--- src/design/lcm_pkg.sv ---
// ----------------------------------------------------------------------------
// lcm_pkg
// shared widths and handshake structs for the lcm / gcd block
// ----------------------------------------------------------------------------
package lcm_pkg;

   localparam int OPERAND_WIDTH  = 16;
   localparam int PRODUCT_WIDTH  = 2 * OPERAND_WIDTH;
   localparam int COUNT_WIDTH    = $clog2(OPERAND_WIDTH);
   localparam int REQ_DATA_WIDTH = ((2 * OPERAND_WIDTH + 7) / 8) * 8;
   localparam int RSP_DATA_WIDTH = ((3 * OPERAND_WIDTH + 7) / 8) * 8;

   // control from the stream side into the engine
   typedef struct packed {
      logic start;
      logic ack;
   } lcm_ctrl_type;

   // status from the engine back to the stream side
   typedef struct packed {
      logic idle;
      logic done;
   } lcm_status_type;

endpackage

--- src/design/lcm_engine.sv ---
// ----------------------------------------------------------------------------
// lcm_engine
// sequencer around one shared subtractor: binary gcd, restoring division of
// the first operand by the gcd, then one multiply by the second operand
// ----------------------------------------------------------------------------
module lcm_engine (
   input  logic                                 clock,
   input  logic                                 reset,
   input  lcm_pkg::lcm_ctrl_type                ctrl,
   input  logic [lcm_pkg::OPERAND_WIDTH-1:0]    operand_a,
   input  logic [lcm_pkg::OPERAND_WIDTH-1:0]    operand_b,
   output lcm_pkg::lcm_status_type              status,
   output logic [lcm_pkg::PRODUCT_WIDTH-1:0]    least_multiple,
   output logic [lcm_pkg::OPERAND_WIDTH-1:0]    common_divisor
);
   import lcm_pkg::*;

   typedef enum logic [2:0] {
      ST_IDLE,
      ST_GCD,
      ST_DIV,
      ST_MUL,
      ST_DONE
   } state_type;

   state_type                state_ff;
   logic [OPERAND_WIDTH-1:0] u_ff;
   logic [OPERAND_WIDTH-1:0] v_ff;
   logic [COUNT_WIDTH-1:0]   k_ff;
   logic [OPERAND_WIDTH-1:0] g_ff;
   logic [OPERAND_WIDTH-1:0] rem_ff;
   logic [OPERAND_WIDTH-1:0] quo_ff;
   logic [OPERAND_WIDTH-1:0] b_ff;
   logic [COUNT_WIDTH-1:0]   cnt_ff;
   logic [PRODUCT_WIDTH-1:0] lcm_ff;

   // shared subtract unit
   logic [OPERAND_WIDTH:0]   sub_x;
   logic [OPERAND_WIDTH:0]   sub_y;
   logic [OPERAND_WIDTH+1:0] sub_diff;
   logic                     borrow;

   always_comb begin
      case (state_ff)
         ST_GCD: begin
            sub_x = {1'b0, u_ff};
            sub_y = {1'b0, v_ff};
         end
         ST_DIV: begin
            sub_x = {rem_ff, quo_ff[OPERAND_WIDTH-1]};
            sub_y = {1'b0, g_ff};
         end
         default: begin
            sub_x = '0;
            sub_y = '0;
         end
      endcase
   end

   assign sub_diff = {1'b0, sub_x} - {1'b0, sub_y};
   assign borrow   = sub_diff[OPERAND_WIDTH+1];

   always_ff @(posedge clock) begin
      if (reset) begin
         state_ff <= ST_IDLE;
      end else begin
         case (state_ff)
            ST_IDLE: begin
               if (ctrl.start) begin
                  u_ff   <= operand_a;
                  v_ff   <= operand_b;
                  quo_ff <= operand_a;
                  b_ff   <= operand_b;
                  k_ff   <= '0;
                  rem_ff <= '0;
                  cnt_ff <= COUNT_WIDTH'(OPERAND_WIDTH - 1);
                  if (operand_a[OPERAND_WIDTH-1:1] == '0) begin
                     g_ff     <= OPERAND_WIDTH'(1);
                     state_ff <= ST_DIV;
                  end else if (operand_b == '0) begin
                     g_ff     <= operand_a;
                     state_ff <= ST_DIV;
                  end else begin
                     state_ff <= ST_GCD;
                  end
               end
            end
            ST_GCD: begin
               if (!u_ff[0] && !v_ff[0]) begin
                  u_ff <= u_ff >> 1;
                  v_ff <= v_ff >> 1;
                  k_ff <= k_ff + COUNT_WIDTH'(1);
               end else if (!u_ff[0]) begin
                  u_ff <= u_ff >> 1;
               end else if (!v_ff[0]) begin
                  v_ff <= v_ff >> 1;
               end else if (sub_diff == '0) begin
                  g_ff     <= u_ff << k_ff;
                  state_ff <= ST_DIV;
               end else if (borrow) begin
                  // keep the larger value in u so the next step subtracts
                  u_ff <= v_ff;
                  v_ff <= u_ff;
               end else begin
                  u_ff <= sub_diff[OPERAND_WIDTH-1:0];
               end
            end
            ST_DIV: begin
               rem_ff <= borrow ? sub_x[OPERAND_WIDTH-1:0] : sub_diff[OPERAND_WIDTH-1:0];
               quo_ff <= {quo_ff[OPERAND_WIDTH-2:0], ~borrow};
               if (cnt_ff == '0) begin
                  state_ff <= ST_MUL;
               end else begin
                  cnt_ff <= cnt_ff - COUNT_WIDTH'(1);
               end
            end
            ST_MUL: begin
               lcm_ff   <= PRODUCT_WIDTH'(quo_ff) * PRODUCT_WIDTH'(b_ff);
               state_ff <= ST_DONE;
            end
            ST_DONE: begin
               if (ctrl.ack) begin
                  state_ff <= ST_IDLE;
               end
            end
            default: begin
               state_ff <= ST_IDLE;
            end
         endcase
      end
   end

   assign status.idle    = (state_ff == ST_IDLE);
   assign status.done    = (state_ff == ST_DONE);
   assign least_multiple = lcm_ff;
   assign common_divisor = g_ff;

`ifndef NO_ASSERTIONS
   a_gcd_nonzero: assert property (@(posedge clock) disable iff (reset)
      state_ff == ST_GCD |-> (u_ff != '0 && v_ff != '0))
      else $error("gcd operand reached zero");

   a_rem_below_divisor: assert property (@(posedge clock) disable iff (reset)
      state_ff == ST_DIV |-> (rem_ff < g_ff))
      else $error("division remainder not below divisor");

   a_done_divisor: assert property (@(posedge clock) disable iff (reset)
      state_ff == ST_DONE |-> g_ff != '0)
      else $error("zero divisor on finished beat");

   a_start_leaves_idle: assert property (@(posedge clock) disable iff (reset)
      (state_ff == ST_IDLE && ctrl.start) |=> state_ff != ST_IDLE)
      else $error("start did not launch the engine");
`endif

endmodule

--- src/design/lcm_two_integers.sv ---
// sequence: from the accepting edge to rsp_tvalid the engine runs the binary gcd (skipped when
// operand_a is below 2 or operand_b is zero), then OPERAND_WIDTH division steps, one multiply
// and the hand-over to the output register
// throughput: one beat at a time; req_tready is high only while the engine is idle,
// the finished result waits in the output register so the next beat can start
// reset: synchronous, active high; clears the sequencer and rsp_tvalid
// ----------------------------------------------------------------------------
// lcm_two_integers
// least common multiple and greatest common divisor of two unsigned operands
// ----------------------------------------------------------------------------
module lcm_two_integers (
   input  logic                                 clock,
   input  logic                                 reset,
   input  logic                                 req_tvalid,
   output logic                                 req_tready,
   // operand_a, operand_b
   input  logic [lcm_pkg::REQ_DATA_WIDTH-1:0]   req_tdata,
   output logic                                 rsp_tvalid,
   input  logic                                 rsp_tready,
   // least_multiple, common_divisor
   output logic [lcm_pkg::RSP_DATA_WIDTH-1:0]   rsp_tdata
);
   import lcm_pkg::*;

   lcm_ctrl_type             ctrl;
   lcm_status_type           status;
   logic [PRODUCT_WIDTH-1:0] eng_lcm;
   logic [OPERAND_WIDTH-1:0] eng_div;

   logic                     rsp_valid_ff;
   logic                     rsp_valid_in;
   logic [PRODUCT_WIDTH-1:0] rsp_lcm_ff;
   logic [OPERAND_WIDTH-1:0] rsp_div_ff;

   assign req_tready = status.idle;
   assign ctrl.start = req_tvalid & status.idle;
   // hand the result over once the output register is free
   assign ctrl.ack   = status.done & (~rsp_valid_ff | rsp_tready);

   lcm_engine u_engine (
      .clock          (clock),
      .reset          (reset),
      .ctrl           (ctrl),
      .operand_a      (req_tdata[OPERAND_WIDTH-1:0]),
      .operand_b      (req_tdata[2*OPERAND_WIDTH-1:OPERAND_WIDTH]),
      .status         (status),
      .least_multiple (eng_lcm),
      .common_divisor (eng_div)
   );

   assign rsp_valid_in = ctrl.ack | (rsp_valid_ff & ~rsp_tready);

   always_ff @(posedge clock) begin
      if (reset) begin
         rsp_valid_ff <= 1'b0;
      end else begin
         rsp_valid_ff <= rsp_valid_in;
      end
   end

   always_ff @(posedge clock) begin
      if (ctrl.ack) begin
         rsp_lcm_ff <= eng_lcm;
         rsp_div_ff <= eng_div;
      end
   end

   assign rsp_tvalid = rsp_valid_ff;
   assign rsp_tdata  = RSP_DATA_WIDTH'({rsp_div_ff, rsp_lcm_ff});

`ifndef NO_ASSERTIONS
   a_no_overwrite: assert property (@(posedge clock) disable iff (reset)
      (rsp_valid_ff && !rsp_tready) |-> !ctrl.ack)
      else $error("result overwritten while stalled");

   a_no_accept_busy: assert property (@(posedge clock) disable iff (reset)
      req_tready |-> !status.done)
      else $error("ready while a result is pending");

   a_ack_sets_valid: assert property (@(posedge clock) disable iff (reset)
      ctrl.ack |=> rsp_valid_ff)
      else $error("handed-over result not shown");
`endif

endmodule

--- config.mk ---
export PLATFORM = sky130hd
export DESIGN_NAME = lcm_two_integers
export DESIGN_NICKNAME = d
export VERILOG_FILES = /design/src/design/lcm_pkg.sv /design/src/design/lcm_engine.sv /design/src/design/lcm_two_integers.sv
export SDC_FILE = /design/constraint.sdc
export NUM_CORES = 1
export LEC_CHECK = 0
export BUFFER_PORTS_ARGS = -buffer_cell sky130_fd_sc_hd__buf_2
export CORE_MARGIN = 5
export CORE_UTILIZATION = 55
export CTS_CLUSTER_DIAMETER = 50
export DETAILED_ROUTE_END_ITERATION = 12
export HOLD_SLACK_MARGIN = 0.06
export PLACE_DENSITY = 0.76
export SYNTH_ARGS = -nofsm -noshare
export SYNTH_HDL_FRONTEND = slang
export SYNTH_SLANG_ARGS = --single-unit
--- constraint.sdc ---
create_clock -name clock -period 6.4 [get_ports clock]
set_input_delay 1.28 -clock clock [delete_from_list [all_inputs] [get_ports clock]]
set_output_delay 1.28 -clock clock [all_outputs]
set_load 0.01 [all_outputs]
After elaboration in Yosys (flattened, before gate mapping):

Index checks and enable logic that the tools add are counted.
Widths: inputs -> output; s select.

* mux-type cells: 44
* $mul: 1
* $add $sub $neg: 3
* reductions and logical operators: 21
* bitwise logic cells: 9
* shift operators: 1
* equal/unequal tests: 19

Operators with widths (count)
* $mux 16: 21
* $pmux 16 s2: 6
* $pmux 17 s2: 1
* $mul 16x16->32: 1
* $mux 3: 8
* $logic_not 18->1: 1
* $sub 17x16->18: 1
* $logic_not 16->1: 1
* $mux 4: 4
* $ne 4x4->1 const B: 4
* $pmux 4 s2: 2
* $shl 16x4->16: 1
* $logic_not 15->1: 1
* $pmux 3 s5: 1
* $ne 2x1->1 const B: 6
* $reduce_and 4->1: 3
* $reduce_and 3->1: 3
* $reduce_and 8->1: 1
* $reduce_and 7->1: 1
* $eq 3x2->1 const B: 2
* $ne 2x2->1 const B: 3
* $ne 3x1->1 const B: 2
* $reduce_and 6->1: 1
* $reduce_and 5->1: 1
* 14 further kinds: 22

* logic and storage cells: 113
* flip-flop bits (word level): 188
* input port bits: 36

Longest topological paths before layout:

* word-level depth: 9
* mapped depth: 25
* gate-level depth less buffers: 23

Modules after synthesis:

From an unflattened synthesis, not the netlist that was laid out.

* cells, all modules: 1754
* area total of the unflattened synthesis: 17596.9 µm²

By module, submodules not included
* lcm_engine: area an instance 16094.2 µm², times used 1, cells an instance 1700, seq. area each 4144.0 µm²
* lcm_two_integers: area an instance 1502.7 µm², times used 1, cells an instance 54, seq. area each 1461.4 µm²

Worst setup path after synthesis:

Ideal clock, no wire load.

* kind: register to register
* start point: reg u_engine.quo_ff[13]
* end point: reg u_engine.lcm_ff[30], in the netlist u_engine.least_multiple[30], data pin
* stages on the path, launching flop included: 23
* buffers on the path: 2
* arrival time: 6.122 ns
* path slack: 0.013 ns
* library setup time: 0.265 ns
* cells stage by stage: edfxtp_1 clkbuf_1 clkbuf_1 nand2_1 fa_1 inv_1 fa_1 fa_1 inv_1 fa_1 fa_1 fa_1 inv_1 ha_1 and2_4 a221o_1 a221oi_2 o21ai_2 a41o_1 o41a_1 a211oi_2 a22oi_1 xor2_1

* cells in the longest elaborated chain, start to end: 1

Ends and longest elaborated chain
* start: declaration: line lcm_engine.sv:32 `logic [OPERAND_WIDTH-1:0] quo_ff;`
* start signal: assignment: line lcm_engine.sv:72 `quo_ff <= operand_a;`
* start signal: assignment: line lcm_engine.sv:110 `quo_ff <= {quo_ff[OPERAND_WIDTH-2:0], ~borrow};`
* $mul 16x16->32: line lcm_engine.sv:118 `lcm_ff <= PRODUCT_WIDTH'(quo_ff) * PRODUCT_WIDTH'(b_ff);`
* end signal: assignment: line lcm_engine.sv:118
* end: declaration: line lcm_engine.sv:35 `logic [PRODUCT_WIDTH-1:0] lcm_ff;`

Every way passes these cells.
A chain may end at the register's enable or synchronous reset.

Worst setup path after layout:

* start point: reg u_engine.quo_ff[12]
* end point: reg u_engine.lcm_ff[30], in the netlist u_engine.least_multiple[30], data pin

The elaborated chain is that of the path after synthesis.

==> impl_results.md <==
* Simple-gate portion of the synthesized area at 14.7%
* Total I/O pin count at 86
* Initial Utilization at 55.6%
* Initial antenna violation count at 0
* Largest family of logic cells by synthesized area: adder cells
* Unrepaired setup endpoints after global routing: true
* Synth Area in Adders at 31.1%
* Most frequent cells in the layout: nand2_1, inv_1, fa_1
* Arrival time at the worst endpoint at 6.54 ns
* Crit. path cell count at 19
* Syn Area/Cell at 10.1 sq um
* Least-Margin Pin Slew at 1.21 ns
* Area leader, netlist: edfxtp_1
* Post-Synth XOR/XNOR Area at 2.11%
* DRC at 0
* Synth warn at 0
* Gr usage total at 26.6%
* Critical path's largest stage delay at 0.55 ns
* Vias per inst at 5.84
* Crit-path slowest cell: fa_1
* DP HPWL at 34.7 mm
* Via Count at 13500
* Rows at 65
* Ys async rst share at 0%
* Setup violations, final at 0
* Crit path capture type: flop
* ANT nets after route at 0
* Tightest Hold Check Type: reg2reg
* Top-area cell type share of the netlist area at 31.7%
* Clk buf depth at 2
* Worst path cell trace: buf_4 > nand2_1 > fa_1 > fa_1 > inv_1 > fa_1 > fa_1 > fa_1 > fa_1 > ha_4 > and2_4 > a221o_1 > a221oi_2 > o21ai_4 > a41o_1 > o41a_1 > a211oi_2 > a22oi_1 > xor2_1
* First-pass GRT wire length at 74.1 mm
* Inst Count DP at 2222
* Final Max Slew Viols at 0
* DR WL/cell at 20.0 um
* DP Area at 18700 sq um
* Cell area after layout at 20000 sq um
* Count of cell types in the netlist at 70
* Max Cap Viol at 0
* Final #Nets at 2250
* CTS clock-pin slew for the worst setup and hold paths at 0.07 ns
* Top delay family on crit path: adder cells
* Period utilization at 98.9%
* Fmax at 158 MHz
* Fin cells at 2311
* # port buffers at 85
* R2R depth at 19
* CP startpoint: u_engine.quo_ff[12]$_DFFE_PP_
* FF-to-FF End: u_engine.least_multiple[30]$_DFFE_PP_
* Crit path required time at 6.61 ns
* Startpoint types: flop
* GPL Wtd Cong at 0.934
* Syn_nets at 2087
* Core area at 31400 sq um
* Commonest non-fill, non-tap cell in the layout: nand2_1
* Final Hold Viols at 0
* CTS tree: done
* DRT Pass-1 Iters at 6
* Synth top area cells: edfxtp_1, fa_1, ha_1
* Antenna fix cells at 0
* H-Tree Depth at 4
* Multiplexer area fraction after synthesis at 2.68%
* CTS buffer count at 17
* Reg2Reg Launch Point: u_engine.quo_ff[12]$_DFFE_PP_
* GRT Residual Overflow at 0
* CP Capture Point: u_engine.least_multiple[30]$_DFFE_PP_
* CP Max Fanout at 6
* Share of cells above drive strength 1 at 16.3%
* Pin count of the biggest net entering global routing at 67
* Root Buffer: clkbuf_16
* Ys flop type: edfxtp_1
* Final WL at 46.3 mm
* Post-synthesis cell area at 17400 sq um
* Vias in the first global route at 13800
* Die height at 188 um
* Slew Limit Headroom at 18.8%
* Critical path buffer and inverter count at 2
* Setup CP Type: reg2reg
* Fin crit period at 6.33 ns
* Chip width at 188 um
* Post-layout util at 63.7%
* Reg2Reg Setup Slack at 0.07 ns
* Die area at 35400 sq um
* CP most frequent cell: fa_1
* Layout area overhead at 14.6%
* Worst-Skew Late Latency at 0.47 ns
* Compound-gate portion of the synthesized area at 10.3%
* Post-route clock skew at 0.0131 ns
* Seq/Total Area, Yosys at 32.1%
* Mapped Cells at 1734
* Post-synth EDFFs at 184
* Status: completed
* First-iteration detailed-routing DRC count at 1190
* Yosys reg bits at 188
* CTS sink count at 188
timing repair:
item,in CTS,in global routing
gates resized for setup,15,44
pin swaps,17,27
buffers inserted,47,11
hold buffers,0,0
setup endpoints to repair,2,6
flip-flops by register name (all words and copies together), names as in the netlist, 4 cells and up:
name / count
rsp_lcm_ff: 32
u_engine.k_ff: 4
u_engine.least_multiple: 32
u_engine.cnt_ff: 4
u_engine.v_ff: 16
u_engine.b_ff: 16
u_engine.u_ff: 16
u_engine.common_divisor: 16
u_engine.rem_ff: 16
u_engine.quo_ff: 16
rsp_div_ff: 16
logic make-up (layout without fill, tap and decap cells):
logic type,Yosys count,in the layout
flops,188,188
buf+inv,321,496
fa+ha+maj,317,317
mux,45,45
compound gates,273,273
xor+xnor,42,42
simple gates,548,548
layer usage:
metal	wire length [um]	share of wire [%]	up-vias	global-route usage, %
li1	-	-	6102	-
met1	18800	41	6672	35.3
met2	22500	49	598	44.1
met3	3180	6.9	115	4.23
met4	1870	4.0	0	10.4
met5	0	0	-	0
stage by stage:
step	setup WS (ns)	hold slack (ns)	TNS [ns]
after global routing	-0.139	0.428	-0.235
final	0.0678	0.419	0
after detailed placement	-0.111	0.405	-0.192
after floorplan	0.0134	0.400	0
after global placement	-0.0331	0.401	-0.0331
after CTS	0.00878	0.421	0
worst register-to-register path, stage by stage, from the launching register on:
cell	delay, ns
edfxtp_1	0.50
buf_4	0.17
nand2_1	0.07
fa_1	0.53
fa_1	0.52
inv_1	0.05
fa_1	0.55
fa_1	0.43
fa_1	0.47
fa_1	0.55
ha_4	0.23
and2_4	0.16
a221o_1	0.32
a221oi_2	0.27
o21ai_4	0.13
a41o_1	0.23
o41a_1	0.37
a211oi_2	0.24
a22oi_1	0.14
xor2_1	0.15
worst min-delay path by stage:
stage / end / cells after the start / start / slack (ns)
global route: rsp_lcm_ff[7]$_DFFE_PP_ / 0 / u_engine.least_multiple[7]$_DFFE_PP_ / 0.43
floorplan: rsp_lcm_ff[0]$_DFFE_PP_ / 0 / u_engine.least_multiple[0]$_DFFE_PP_ / 0.40
CTS: rsp_lcm_ff[25]$_DFFE_PP_ / 0 / u_engine.least_multiple[25]$_DFFE_PP_ / 0.42
global placement: rsp_lcm_ff[10]$_DFFE_PP_ / 0 / u_engine.least_multiple[10]$_DFFE_PP_ / 0.40
detailed placement: rsp_lcm_ff[25]$_DFFE_PP_ / 0 / u_engine.least_multiple[25]$_DFFE_PP_ / 0.40
finish: rsp_lcm_ff[25]$_DFFE_PP_ / 0 / u_engine.least_multiple[25]$_DFFE_PP_ / 0.42
layout make-up:
type | instances | area [sq um]
clock inverters | 14 | 154
multi-input cells | 1225 | 10800
repair buffers | 221 | 1540
fillers | 2480 | 11400
well taps | 402 | 503
flip-flops and latches | 188 | 5610
inverters | 244 | 916
clock buffers | 17 | 425
cells in the mapped netlist, drive strengths merged, types with 11 or more instances:
cell type  count
ha           122
nand2        279
o211ai        11
mux2i         40
o21ai         61
xor2          16
buf           11
a22o          20
inv          244
and2         114
nor3          19
xnor2         26
a21oi         74
nor2          63
clkbuf        66
nand2b        15
edfxtp       184
a22oi         25
a21o          19
fa           195
Power is not shown: default switching activity piles up to over one toggle a cycle in this logic, so the estimate is an artifact.
